==> config.mk <==
export PLATFORM = sky130hd
export DESIGN_NAME = nti_map
export DESIGN_NICKNAME = d
export VERILOG_FILES = /design/src/rtl/nti_pkg.sv /design/src/rtl/nti_map.sv
export SDC_FILE = /design/constraint.sdc
export NUM_CORES = 2
export LEC_CHECK = 0
export ABC_AREA = 1
export BUFFER_PORTS_ARGS = -buffer_cell sky130_fd_sc_hd__buf_2
export CAP_MARGIN = 25
export CELL_PAD_IN_SITES_DETAIL_PLACEMENT = 1
export CELL_PAD_IN_SITES_GLOBAL_PLACEMENT = 1
export CORE_ASPECT_RATIO = 0.8
export CORE_MARGIN = 5
export CORE_UTILIZATION = 52
export CTS_CLUSTER_SIZE = 8
export DETAILED_ROUTE_END_ITERATION = 12
export PLACE_DENSITY_LB_ADDON = 0.1
export SETUP_SLACK_MARGIN = 0.2
export SLEW_MARGIN = 20
export SYNTH_ARGS = -nofsm -noshare
export SYNTH_HDL_FRONTEND = slang
export SYNTH_SLANG_ARGS = --single-unit
export TNS_END_PERCENT = 5
==> constraint.sdc <==
create_clock -name clk -period 10.2 [get_ports clk]
set_input_delay 0 -clock clk [delete_from_list [all_inputs] [get_ports clk]]
set_output_delay 0 -clock clk [all_outputs]
set_load 0.1 [all_outputs]
==> src/rtl/nti_pkg.sv <==
// Shared constants, codes and types of the Neville table interpolator.
// Used by every module of the block; depends on nothing else.
package nti_pkg;

    localparam int TABLE_DEPTH = 1024;
    localparam int MAX_ORDER   = 7;
    localparam int SAMPLE_BITS = 24;

    localparam int TAB_AW     = $clog2(TABLE_DEPTH);
    localparam int CELL_COUNT = MAX_ORDER + 1;
    localparam int CIDX_W     = $clog2(MAX_ORDER + 1);
    localparam int STEP_W     = $clog2(2 * MAX_ORDER + 1);
    localparam int ORD_W      = 3;
    localparam int IDX_W      = 10;
    localparam int IC_W       = 10;
    localparam int POS_W      = 32;
    localparam int REG_W      = 32;
    localparam int TB_W       = 42;
    localparam int XQ_W       = CIDX_W + 16;
    localparam int DIV_BYTES  = 6;

    localparam int PH_W     = 4;
    localparam int PH_DIFF  = 0;
    localparam int PH_LO    = 1;
    localparam int PH_HI    = 2;
    localparam int PH_SUM   = 3;
    localparam int PH_ABS   = 4;
    localparam int PH_DIV   = 5;
    localparam int PH_END   = PH_DIV + DIV_BYTES;

    localparam logic OP_LOAD   = 1'b0;
    localparam logic OP_QUERY  = 1'b1;

    localparam logic [1:0] SEL_VALUE  = 2'd0;
    localparam logic [1:0] SEL_FIRST  = 2'd1;
    localparam logic [1:0] SEL_SECOND = 2'd2;
    localparam logic [1:0] SEL_UNUSED = 2'd3;

    localparam logic [1:0] STATUS_OK       = 2'd0;
    localparam logic [1:0] STATUS_DISABLED = 2'd1;
    localparam logic [1:0] STATUS_RANGE    = 2'd2;

    localparam logic [2:0] REG_ORDER   = 3'd0;
    localparam logic [2:0] REG_ENABLE  = 3'd1;
    localparam logic [2:0] REG_ORIGIN  = 3'd2;
    localparam logic [2:0] REG_RECIP   = 3'd3;
    localparam logic [2:0] REG_INTERVS = 3'd4;

    typedef struct packed {
        logic              run;
        logic [PH_W-1:0]   ph;
        logic [STEP_W-1:0] step;
        logic [CIDX_W-1:0] order;
        logic [XQ_W-1:0]   xq;
    } ctl_t;

    typedef struct packed {
        logic              done;
        logic              oor;
        logic [IC_W-1:0]   start;
        logic [XQ_W-1:0]   xq;
    } map_res_t;

endpackage

==> src/rtl/nti_map.sv <==
// Position mapping: turns a query position into a start index, offset and range flag.
// Depends on nti_pkg; a registered pipeline started by go.
module nti_map (
    input  logic                             clk,
    input  logic                             rst_n,
    input  logic                             go,
    input  logic signed [nti_pkg::POS_W-1:0] position,
    input  logic signed [nti_pkg::POS_W-1:0] grid_origin,
    input  logic [nti_pkg::REG_W-1:0]        step_recip,
    input  logic [nti_pkg::IC_W-1:0]         interval_count,
    input  logic [nti_pkg::CIDX_W-1:0]       order,
    output nti_pkg::map_res_t                res
);
    localparam int ICW = nti_pkg::IC_W;
    localparam int XW  = nti_pkg::XQ_W;

    logic [7:0]         vld_reg;
    logic signed [32:0] diff_reg;
    logic               neg_reg;
    logic [32:0]        mag_reg;
    logic [48:0]        p0_reg;
    logic [48:0]        p1_reg;
    logic [63:0]        t_reg;
    logic               oor_reg;
    logic [ICW-1:0]     fl_reg;
    logic [25:0]        t16_reg;
    logic [ICW-1:0]     start_reg;
    logic [XW-1:0]      xq_reg;

    logic [31:0]        hi;
    logic [31:0]        nq_hi;
    logic               oor_next;
    logic               wrap;
    logic signed [11:0] st;
    logic signed [11:0] lim;
    logic signed [11:0] st_c;

    assign hi       = t_reg[63:32];
    assign nq_hi    = 32'(interval_count);
    assign oor_next = (neg_reg && t_reg != 64'd0) || (hi > nq_hi)
                      || (hi == nq_hi && t_reg[31:0] != 32'd0);
    assign wrap     = neg_reg || (hi == nq_hi && t_reg[31:0] == 32'd0);

    always_comb
    begin
        st   = $signed({2'b00, fl_reg}) - $signed(12'(order >> 1));
        lim  = $signed({2'b00, interval_count}) - $signed(12'(order));
        st_c = st;
        if (st_c > lim)
        begin
            st_c = lim;
        end
        if (st_c < 12'sd0)
        begin
            st_c = 12'sd0;
        end
    end

    always_ff @(posedge clk or negedge rst_n)
    begin
        if (!rst_n)
        begin
            vld_reg <= '0;
        end
        else
        begin
            vld_reg <= {vld_reg[6:0], go};
        end
    end

    always_ff @(posedge clk)
    begin
        diff_reg  <= 33'(position) - 33'(grid_origin);
        neg_reg   <= diff_reg[32];
        mag_reg   <= diff_reg[32] ? 33'(-diff_reg) : 33'(diff_reg);
        p0_reg    <= 49'(mag_reg) * 49'(step_recip[15:0]);
        p1_reg    <= 49'(mag_reg) * 49'(step_recip[31:16]);
        t_reg     <= 64'(p0_reg) + {p1_reg[47:0], 16'd0};
        oor_reg   <= oor_next;
        fl_reg    <= wrap ? '0 : hi[ICW-1:0];
        t16_reg   <= wrap ? '0 : t_reg[41:16];
        start_reg <= st_c[ICW-1:0];
        xq_reg    <= XW'(t16_reg - {start_reg, 16'd0});
    end

    assign res.done  = vld_reg[7];
    assign res.oor   = oor_reg;
    assign res.start = start_reg;
    assign res.xq    = xq_reg;

endmodule

==> impl_metrics.tcl <==
set metrics [dict create \
    drive_above_1_share_pct 4.50 \
    cp_data_required_time_ns 10.69 \
    dp_hpwl_um 137000 \
    hold_viol_final 0 \
    start_util_pct 52.6 \
    netlist_instances 6939 \
    status "finished clean" \
    layout_setup_ws_ns 3.80 \
    routed_wl_um 174000 \
    drtPass1Iterations 6 \
    cts_made_buffers 44 \
    clk_pin_slew_ns 0.07 \
    drc_errors 0 \
    ctsLongestPathBuffers 3 \
    htreeDepth 2 \
    post_cts_resized 0 \
    min_to "diff_reg[17]" \
    ys_seq_area_share_pct 11.8 \
    async_flop_share_pct 2.74 \
    synth_ff_type "dfxtp_1" \
    die_h_um 287 \
    die_w_um 357 \
    place_congestion 0.937 \
    grt_first_pass_wirelength_um 277000 \
    grt_setup_unrepaired "no" \
    vias_per_cell 5.34 \
    synthDistinctLibCells 46 \
    crit_chain "buf_4 > nand2_1 > inv_1 > fa_1 > inv_1 > fa_1 > fa_1 > inv_1 > fa_1 > fa_1 > inv_1 > fa_1 > inv_1 > ha_1 > nand2_1 > nor2_1 > nand2_1 > inv_1 > nand3_1 > nand3_1 > nand2_1 > nand3_1 > nand2_1" \
    synth_top_area_cell "fa_1" \
    vias 44300 \
    synthToLayoutAreaGrowth_pct 7.11 \
    ff2ff_path_depth 23 \
    worstSetupPathType "reg -> reg" \
    largest_register_ffs 64 \
    first_global_vias 50100 \
    rr_startpoint "mag_reg[17]" \
    portBuffers 142 \
    fmax_ghz 0.156 \
    endpoint_kind "flip-flop" \
    max_slew_margin_pct 29.0 \
    fp-row-count 101 \
    synthTopCellsByArea "fa_1 35%, nand2_1 16%, inv_1 14%" \
    dieArea_um2 103000 \
    period_share_pct 62.7 \
    syn_nets 8250 \
    reg2reg_slack_ns 3.80 \
    min_period_ns 6.40 \
    clk_latency_ns 0.62 \
    worst-path-max-fanout 18 \
    grt_max_degree 35 \
    antenna_found_initial 10 \
    grt.total_usage_pct 34.7 \
    drtIter0Drc 2863 \
    placedCellCount 8165 \
    cts_root_buffer "clkbuf_16" \
    synth-seq-cells 292 \
    holdPathStages 5 \
    cp-start-kind "flip-flop" \
    synth_top_area_share_pct 34.7 \
    critical-path-slowest-cell "dfxtp_1" \
    slowest_delay_ns 0.79 \
    min_from "grid_origin[17]" \
    fin_cells 8293 \
    fin_nets 8302 \
    crit_arrival_ns 6.89 \
    avgSynthCellArea_um2 7.21 \
    max_cap_viol_count 0 \
    synth_area_um2 50000 \
    ios 143 \
    setup_tns_ns 0 \
    core_area_um2 95200 \
    ys.warnings.count 0 \
    post-place-ws_ns 3.84 \
    slew_violations 0 \
    tritoncts "yes" \
    clock-skew-final_ns 0.0503 \
    wl_per_cell_um 20.9 \
    max_slew.worst_pin.slew_ns 1.07 \
    hp-class "in -> reg" \
    grt.overflow.total 0 \
    final-setup-viol-count 0 \
    clock-sinks 292 \
    ant_nets 0 \
    n_fill_cell 12400 \
    synth_edf_count 0 \
    rr_endpoint "p1_reg[41]" \
]
[synthesized netlist by cell type (all sizes together), types with 20 or more instances]
master / n
nand2: 2105
inv: 1922
fa: 868
nor2: 346
ha: 331
dfxtp: 284
clkbuf: 227
a21oi: 200
nand3: 199
o21ai: 113
xor2: 113
nand4: 58
nor3: 58
xnor2: 27
o21bai: 20
[timing repair]
item / CTS / global route
hold buffers: 67 / 0
endpoints found under the hold margin: 48 / 0
setup buffers: 0 / 0
[routing by layer]
metal	GRT usage (%)	share of wire, %	wire [um]	vias to the layer above
met4	12.4	4.0	6910	12
li1	-	-	-	20000
met1	45.0	41	71400	22500
met5	0	0.045	78	-
met2	58.9	47	82000	1465
met3	5.77	7.6	13200	433
[worst max-delay path, delay by kind of cell, from the launching register on]
kind	cells	cell delay, ns
flip-flops	1	0.79
adder cells (fa/ha/maj)	7	3.39
AND/OR/NAND/NOR	9	1.20
buffers and inverters	7	0.91
[worst max path at each step]
| stage | start | endpoint |
|---|---|---|
| 2_1_floorplan | mag_reg[30] | p0_reg[48] |
| 5_1_grt | mag_reg[17] | p1_reg[43] |
| 3_3_place_gp | mag_reg[17] | p0_reg[20] |
| 3_5_place_dp | mag_reg[24] | p0_reg[48] |
| 4_1_cts | mag_reg[24] | p0_reg[48] |
| 6_report | mag_reg[17] | p1_reg[41] |
[stage by stage]
stage / hold WS [ns] / utilization [%] / area [um2]
after floorplan: -0.296 / - / 50000
after global placement: -0.161 / 54.3 / 51700
after detailed placement: -0.153 / 54.3 / 51700
after CTS: 0.0000457 / 56.3 / 53600
after global routing: 0.0245 / 56.3 / 53600
final: 0.0183 / 56.3 / 53600
[cells in the final DEF, fill, tap and decap left out, types with 3 or more instances in the layout]
cell type / Yosys / final
and2_1: 3 / 3
o21bai_1: 20 / 20
buf_4: 3 / 36
o21ai_2: 4 / 4
a31oi_1: 3 / 3
nand4_1: 58 / 58
nor2_2: 21 / 21
inv_2: 4 / 4
a21oi_1: 200 / 200
nand3_2: 15 / 15
dlygate4sd3_1: 0 / 67
inv_1: 1918 / 1918
clkbuf_16: 0 / 44
xor2_1: 113 / 113
o21a_1: 6 / 6
nand3b_1: 6 / 6
nand3_1: 184 / 184
nor3_1: 42 / 42
fa_1: 868 / 868
nor2_4: 5 / 5
buf_2: 1 / 142
dfrtp_1: 8 / 8
dfxtp_1: 284 / 284
clkinv_2: 0 / 3
ha_1: 331 / 331
nor2_1: 320 / 320
clkbuf_1: 227 / 7
nand2_2: 15 / 15
xnor2_1: 27 / 27
nand2_1: 2089 / 2089
nor3_2: 15 / 15
a21boi_0: 4 / 4
nor4_1: 9 / 9
a21o_1: 5 / 5
o21ai_1: 6 / 6
o21ai_0: 103 / 103
[kinds of logic after synthesis]
group	synth area share, %
xor gates and xnor gates	2.45
buffers and inverters	16.3
and+or+nand+nor	22.6
DFF	11.8
adders and majority gates	43.0
AOI/OAI and AO/OA	3.85
[layout make-up]
| class | count | area [um2] | share of cell area [%] |
|---|---|---|---|
| antenna | 2 | 5.00 | 0.00934 |
| multi-input combinational | 4486 | 36000 | 67.2 |
| inverter | 1922 | 7210 | 13.5 |
| sequential | 292 | 5890 | 11.0 |
| tap | 1287 | 1610 | 3.01 |
| clock buffer | 52 | 1140 | 2.13 |
| clock inverter | 7 | 88.8 | 0.166 |
| timing repair buffer | 245 | 1650 | 3.08 |
Power is left out: the tool's default activity adds up to more than one toggle a clock period on the data nets, which glitch-free logic cannot reach.
