## src/rtl/nti_pkg.sv

```systemverilog
// Shared constants, codes and types of the Neville table interpolator.
// Used by every module of the block; depends on nothing else.
package nti_pkg;

    localparam int TABLE_DEPTH = 1024;
    localparam int MAX_ORDER   = 7;
    localparam int SAMPLE_BITS = 24;

    localparam int TAB_AW     = $clog2(TABLE_DEPTH);
    localparam int CELL_COUNT = MAX_ORDER + 1;
    localparam int CIDX_W     = $clog2(MAX_ORDER + 1);
    localparam int STEP_W     = $clog2(2 * MAX_ORDER + 1);
    localparam int ORD_W      = 3;
    localparam int IDX_W      = 10;
    localparam int IC_W       = 10;
    localparam int POS_W      = 32;
    localparam int REG_W      = 32;
    localparam int TB_W       = 42;
    localparam int XQ_W       = CIDX_W + 16;
    localparam int DIV_BYTES  = 6;

    localparam int PH_W     = 4;
    localparam int PH_DIFF  = 0;
    localparam int PH_LO    = 1;
    localparam int PH_HI    = 2;
    localparam int PH_SUM   = 3;
    localparam int PH_ABS   = 4;
    localparam int PH_DIV   = 5;
    localparam int PH_END   = PH_DIV + DIV_BYTES;

    localparam logic OP_LOAD   = 1'b0;
    localparam logic OP_QUERY  = 1'b1;

    localparam logic [1:0] SEL_VALUE  = 2'd0;
    localparam logic [1:0] SEL_FIRST  = 2'd1;
    localparam logic [1:0] SEL_SECOND = 2'd2;
    localparam logic [1:0] SEL_UNUSED = 2'd3;

    localparam logic [1:0] STATUS_OK       = 2'd0;
    localparam logic [1:0] STATUS_DISABLED = 2'd1;
    localparam logic [1:0] STATUS_RANGE    = 2'd2;

    localparam logic [2:0] REG_ORDER   = 3'd0;
    localparam logic [2:0] REG_ENABLE  = 3'd1;
    localparam logic [2:0] REG_ORIGIN  = 3'd2;
    localparam logic [2:0] REG_RECIP   = 3'd3;
    localparam logic [2:0] REG_INTERVS = 3'd4;

    typedef struct packed {
        logic              run;
        logic [PH_W-1:0]   ph;
        logic [STEP_W-1:0] step;
        logic [CIDX_W-1:0] order;
        logic [XQ_W-1:0]   xq;
    } ctl_t;

    typedef struct packed {
        logic              done;
        logic              oor;
        logic [IC_W-1:0]   start;
        logic [XQ_W-1:0]   xq;
    } map_res_t;

endpackage

```

## src/rtl/nti_cell.sv

```systemverilog
// One tableau cell of the Neville chain: holds one entry for one part.
// Depends on nti_pkg; takes the entry of its right-hand neighbour.
module nti_cell (
    input  logic                                    clk,
    input  nti_pkg::ctl_t                           ctl,
    input  logic [nti_pkg::CIDX_W-1:0]              cell_idx,
    input  logic signed [nti_pkg::TB_W-1:0]         nbr,
    input  logic signed [nti_pkg::SAMPLE_BITS-1:0]  sample,
    output logic signed [nti_pkg::TB_W-1:0]         tb
);
    localparam int TBW   = nti_pkg::TB_W;
    localparam int SW    = nti_pkg::STEP_W;
    localparam int CW    = nti_pkg::CIDX_W;
    localparam int PW    = nti_pkg::PH_W;
    localparam int D_W   = TBW + 1;
    localparam int LO_W  = 22;
    localparam int HI_W  = D_W - LO_W;
    localparam int W_W   = nti_pkg::XQ_W + 2;
    localparam int PLO_W = LO_W + 1 + W_W;
    localparam int PHI_W = HI_W + W_W;
    localparam int NUM_W = PHI_W + LO_W;
    localparam int MAG_W = 8 * nti_pkg::DIV_BYTES;
    localparam int SUM_W = MAG_W + 1;
    localparam logic signed [SUM_W-1:0] LIM_HI = SUM_W'(64'sd1 <<< 40);
    localparam logic signed [SUM_W-1:0] LIM_LO = -LIM_HI;

    logic signed [D_W-1:0]   d_reg;
    logic signed [W_W-1:0]   w_reg;
    logic signed [PLO_W-1:0] plo_reg;
    logic signed [PHI_W-1:0] phi_reg;
    logic signed [NUM_W-1:0] num_reg;
    logic [MAG_W-1:0]        mag_reg;
    logic                    neg_reg;
    logic [CW-1:0]           rem_reg;
    logic [MAG_W-1:0]        q_reg;
    logic signed [TBW-1:0]   tb_reg;

    logic [SW:0]             sum_si;
    logic [SW-1:0]           row;
    logic                    act;
    logic                    ld;
    logic [CW-1:0]           kk;
    logic signed [W_W-1:0]   w_next;
    logic [NUM_W-1:0]        abs_num;
    logic [CW:0]             r4;
    logic [CW-1:0]           r;
    logic [7:0]              qb;
    logic signed [SUM_W-1:0] qs;
    logic signed [SUM_W-1:0] upd;
    logic signed [TBW-1:0]   tb_next;

    assign sum_si = {1'b0, ctl.step} + (SW + 1)'(cell_idx);
    assign row    = sum_si[SW:1];
    assign act    = ctl.run && !sum_si[0] && (row > SW'(cell_idx)) && (row <= SW'(ctl.order));
    assign ld     = ctl.run && (ctl.step == SW'(cell_idx)) && (cell_idx <= ctl.order);
    assign kk     = CW'(row - SW'(cell_idx));
    assign w_next = $signed({2'b00, ctl.xq}) - $signed({2'b00, CW'(row), 16'd0});
    assign abs_num = num_reg[NUM_W-1] ? NUM_W'(-num_reg) : NUM_W'(num_reg);

    // Long division of one byte by the small row distance.
    always_comb
    begin
        r  = rem_reg;
        qb = '0;
        r4 = '0;
        for (int b = 7; b >= 0; b--)
        begin
            r4 = {r, mag_reg[MAG_W-8+b]};
            if (r4 >= {1'b0, kk})
            begin
                r4    = r4 - {1'b0, kk};
                qb[b] = 1'b1;
            end
            r = r4[CW-1:0];
        end
    end

    always_comb
    begin
        qs  = neg_reg ? -$signed({1'b0, q_reg}) : $signed({1'b0, q_reg});
        upd = SUM_W'(nbr) + qs;
        if (upd > LIM_HI)
        begin
            tb_next = TBW'(LIM_HI);
        end
        else if (upd < LIM_LO)
        begin
            tb_next = TBW'(LIM_LO);
        end
        else
        begin
            tb_next = TBW'(upd);
        end
    end

    always_ff @(posedge clk)
    begin
        if (ctl.ph == PW'(nti_pkg::PH_DIFF))
        begin
            d_reg <= D_W'(nbr) - D_W'(tb_reg);
            w_reg <= w_next;
        end
        if (ctl.ph == PW'(nti_pkg::PH_LO))
        begin
            plo_reg <= PLO_W'($signed({1'b0, d_reg[LO_W-1:0]})) * PLO_W'(w_reg);
        end
        if (ctl.ph == PW'(nti_pkg::PH_HI))
        begin
            phi_reg <= PHI_W'($signed(d_reg[D_W-1:LO_W])) * PHI_W'(w_reg);
        end
        if (ctl.ph == PW'(nti_pkg::PH_SUM))
        begin
            num_reg <= (NUM_W'(phi_reg) <<< LO_W) + NUM_W'(plo_reg);
        end
        if (ctl.ph == PW'(nti_pkg::PH_ABS))
        begin
            neg_reg <= num_reg[NUM_W-1];
            mag_reg <= abs_num[NUM_W-1:16];
            rem_reg <= '0;
            q_reg   <= '0;
        end
        else if (ctl.ph >= PW'(nti_pkg::PH_DIV) && ctl.ph < PW'(nti_pkg::PH_END))
        begin
            mag_reg <= mag_reg << 8;
            rem_reg <= r;
            q_reg   <= {q_reg[MAG_W-9:0], qb};
        end
        if (ctl.ph == PW'(nti_pkg::PH_END))
        begin
            if (ld)
            begin
                tb_reg <= TBW'(sample);
            end
            else if (act)
            begin
                tb_reg <= tb_next;
            end
        end
    end

    assign tb = tb_reg;

endmodule

```

## config.mk

```make
export PLATFORM = sky130hd
export DESIGN_NAME = nti_cell
export DESIGN_NICKNAME = d
export VERILOG_FILES = /design/src/rtl/nti_pkg.sv /design/src/rtl/nti_cell.sv
export SDC_FILE = /design/constraint.sdc
export NUM_CORES = 2
export LEC_CHECK = 0
export BUFFER_PORTS_ARGS = -buffer_cell sky130_fd_sc_hd__buf_2
export CAP_MARGIN = 20
export CORE_UTILIZATION = 66
export DETAILED_ROUTE_END_ITERATION = 7
export GPL_TIMING_DRIVEN = 0
export PLACE_DENSITY = 0.82
export SETUP_SLACK_MARGIN = 0.5
export SYNTH_ARGS = -nofsm -noshare
export SYNTH_HDL_FRONTEND = slang
export SYNTH_SLANG_ARGS = --single-unit
```

## constraint.sdc

```tcl
create_clock -name clk -period 18.7 [get_ports clk]
set_clock_uncertainty 0.2 [all_clocks]
set_input_delay 2.805 -clock clk [delete_from_list [all_inputs] [get_ports clk]]
set_output_delay 2.805 -clock clk [all_outputs]
set_load 0.05 [all_outputs]
```

==> results <==
- The flow ran to the end, and the final reports show no timing, DRC or antenna violations.
- The cell count of the worst hold path is 0.
- The number of violations of the max-capacitance limit is 0.
- The count of buffers added on input and output ports is 142.
- For this block, the routed nets add up to 170 mm of wire.
- The sequential cell area is 10100 um^2.
- The tree is rooted in a sky130_fd_sc_hd__clkbuf_16.
- The CTS tree is done.
- The cell count of the worst reg-to-reg path is 51.
- The peak per-stage delay on the critical path is 0.55 ns.
- The post-placement worst setup slack is 0.0316 ns.
- The synthesis warning total is 0.
- Setup repair after global routing left no endpoint under its margin.
- The synthesized netlist contains 86 unique library cells.
- The clock-pin slew on the worst setup and hold paths is 0.06 ns.
- The count of standard-cell rows is 103.
- The number of placed I/O pins is 143.
- The cell repeated most along the worst path is sky130_fd_sc_hd__a21o_1.
- The most repeated cell in the gate-level netlist after synthesis is sky130_fd_sc_hd__inv_1.
- The count of vias placed by the detailed router is 43000.
- The critical path in this run is classified as input port to flop.
- Synthesis inferred 353 register bits.
- The number of nets in the synthesized netlist is 6974.
- The first global-routing pass estimated 258 mm of wire.
- After global routing the overflow that remains totals 0.
- The number of synthesized flops with an enable pin is 302.
- The overall fraction of global-route tracks in use is 42.8%.
- For the final routed database, the setup TNS stands at 0 ns.
- Among all stages on the critical path, the largest delay is contributed by sky130_fd_sc_hd__a2111oi_4.
- The max-slew violation total from the final report is 0.
- The required time at the worst-slack endpoint is 19.01 ns.
- The die outline width is 285 um.
- Timing would allow up to 58.5 MHz.
- The worst setup path is captured at a flop.
- The nature of the critical path startpoint is an input port.
- The maximum fanout along the worst path is 8.
- The clock latency reported for the late side of the worst-skew pair is 0.62 ns.
- The tightest min-delay check is of the flop to flop type.
- After floorplanning, the core was sized to cover 79000 um^2.
- The number of H-tree branching levels is 2.
- The worst path meets setup with 1.61 ns of slack.
- The flip-flop count of the largest register, all copies and words added is 64.
- The via count of the first global-routing pass is 43500.
- The final critical-path share of the clock period is 91.4%.
- After clock tree synthesis, the flow added hold-fix buffers numbering 0.
- The endpoint arrival time on the critical path is 17.40 ns.
- Once detailed placement completed, the half-perimeter wirelength came to 137 mm.
- The number of buffers created by CTS is 41.
- After synthesis, the cell types taking the most area are sky130_fd_sc_hd__fa_1 31%, sky130_fd_sc_hd__edfxtp_1 17%, sky130_fd_sc_hd__ha_1 11%.
- The buffer levels on the longest clock path is 3.
- The total clock sinks is 353.
- The iteration count of the initial detailed-routing pass is 6.
- The normalized max-slew margin is 15.8%.
- The commonest register cell after synthesis is sky130_fd_sc_hd__edfxtp_1.
- The fraction of post-synthesis cell area in the top cell type by area is 30.7%.
- The remaining routing DRC violations is 0.
- Sequential elements use 19.1% of the synthesized area.
- The post-synthesis to final-layout area growth is 7.48%.
- For the finished layout, the period the worst path requires is 17.09 ns.
- In this run the cell area of the synthesized design comes to 52700 um^2.
- Sorting the synthesized cells by how often they occur yields 905 x sky130_fd_sc_hd__inv_1, 809 x sky130_fd_sc_hd__fa_1, 759 x sky130_fd_sc_hd__nand2_1.
- The mean cell area of the mapped netlist is 9.40 um^2.
- The number of hold-slack violations in the final timing report was 0.
- Counting flops with an async set or reset pin after synthesis yields a share of 0%.
- In this run, the number of DRC markers left after iteration 0 of detailed routing was 4606.
- Summed over all instances, the cell type with the most area after synthesis is sky130_fd_sc_hd__fa_1.
- In this run the remaining antenna-violating nets after routing total 0.
- The actual slew at the worst max-slew pin is 1.26 ns.
- The number of failing setup endpoints in the final timing report is 0.
- The placer's final routability congestion estimate is 1.03.
- The initial cell density of the core is 66.7%.
- The total area of multi-input combinational cells is 38300 um^2.
- The share of cells above drive strength 1 is 5.31%.
- The detailed-route wire length per cell is 24.6 um.
- The layout filler cell count is 5919.
- After detailed routing, the number of vias per cell comes to 6.22.
- The die span in y is 285 um.
- The number of nets in the finished design is 7193.
- The initial antenna violation count was 20.
- The pin count of the biggest net entering global routing is 41.
- Synthesis handed over a netlist of 5607 instances.
- The area of the die is 81000 um^2.
[cells by family (layout without fill, tap and decap cells)]
logic type	count (synthesis)	in the layout	share of synthesized area (%)
AOI/OAI and AO/OA	881	881	10.7
xor gates and xnor gates	294	294	4.89
adders and majority gates	1266	1266	41.6
buffers and inverters	1164	1416	8.32
DFF	353	353	19.1
muxes	12	12	0.247
other	0	8	0
and+or+nand+nor	1637	1637	15.1
[layout by cell type (no fill, tap or decap), types with 16 or more instances in the layout]
master and count:
sky130_fd_sc_hd__inv_1 905, sky130_fd_sc_hd__fa_1 808, sky130_fd_sc_hd__nand2_1 758, sky130_fd_sc_hd__ha_1 456, sky130_fd_sc_hd__and2_1 321, sky130_fd_sc_hd__edfxtp_1 302, sky130_fd_sc_hd__clkbuf_1 253, sky130_fd_sc_hd__a21oi_1 241
sky130_fd_sc_hd__o21ai_0 192, sky130_fd_sc_hd__xnor2_1 191, sky130_fd_sc_hd__nor2_1 149, sky130_fd_sc_hd__buf_2 146, sky130_fd_sc_hd__a21o_1 126, sky130_fd_sc_hd__xor2_1 102, sky130_fd_sc_hd__nand3_1 87, sky130_fd_sc_hd__nand2b_1 82
sky130_fd_sc_hd__dfxtp_1 51, sky130_fd_sc_hd__clkbuf_16 44, sky130_fd_sc_hd__nor3_1 41, sky130_fd_sc_hd__o21a_1 38, sky130_fd_sc_hd__nor2b_1 37, sky130_fd_sc_hd__o31ai_1 37, sky130_fd_sc_hd__a211oi_1 33, sky130_fd_sc_hd__o21ai_1 27
sky130_fd_sc_hd__buf_4 27, sky130_fd_sc_hd__o21bai_1 25, sky130_fd_sc_hd__a22oi_1 24, sky130_fd_sc_hd__a31oi_1 23, sky130_fd_sc_hd__or3_1 23, sky130_fd_sc_hd__and3_1 22, sky130_fd_sc_hd__nand4_1 21, sky130_fd_sc_hd__nor4_1 19
sky130_fd_sc_hd__o41ai_1 16
[per-layer routing]
layer,GRT usage [%],up-vias,wire [um]
met1,55.5,21300,63500
met5,0,-,80
met4,26.4,12,12600
met2,65.2,2546,75400
met3,9.95,641,18700
li1,-,18600,-
[final timing paths]
path	slack, ns	end	start
worst max-delay path	1.61	rem_reg[1]	cell_idx[0]
worst min register to register	0.22	num_reg[18]	plo_reg[18]
worst min-delay path	0.22	num_reg[18]	plo_reg[18]
worst max register to register	5.13	rem_reg[1]	mag_reg[47]
[worst max-delay path: cells and delay by family]
family	cells	cell delay, ns
muxes	5	1.60
adders and majority gates	11	4.36
xor gates and xnor gates	2	0.72
buffers and inverters	4	0.44
AOI/OAI and AO/OA	28	6.45
and+or+nand+nor	8	1.00
[cell type report]
type	instances	share of cell area [%]
Antenna cell	8	0.0353
Buffer	259	1.74
Clock buffer	52	2.05
Clock inverter	24	0.625
Inverter	905	6.00
Multi-Input combinational cell	4090	67.6
Sequential cell	353	17.8
Tap cell	1050	2.32
Timing Repair Buffer	176	1.78
[per-stage QoR]
| step | utilization [%] | cell area, um^2 | hold slack, ns | instances |
|---|---|---|---|---|
| final | 71.7 | 56600 | 0.219 | 6917 |
| after global routing | 71.7 | 56600 | 0.219 | 6909 |
| after CTS | 71.5 | 56500 | 0.219 | 6903 |
| after detailed placement | 69.6 | 55000 | 0.205 | 6827 |
| after global placement | 69.3 | 54700 | 0.201 | 6799 |
| after floorplan | - | 52700 | 0.200 | 5607 |
[what timing repair did]
item | in CTS | in global routing
setup buffers | 0 | 3
endpoints found under the setup margin | 0 | 4
gates resized for setup | 0 | 7
Power is not shown: default switching activity piles up to over one toggle a cycle in this logic, so the estimate is an artifact.
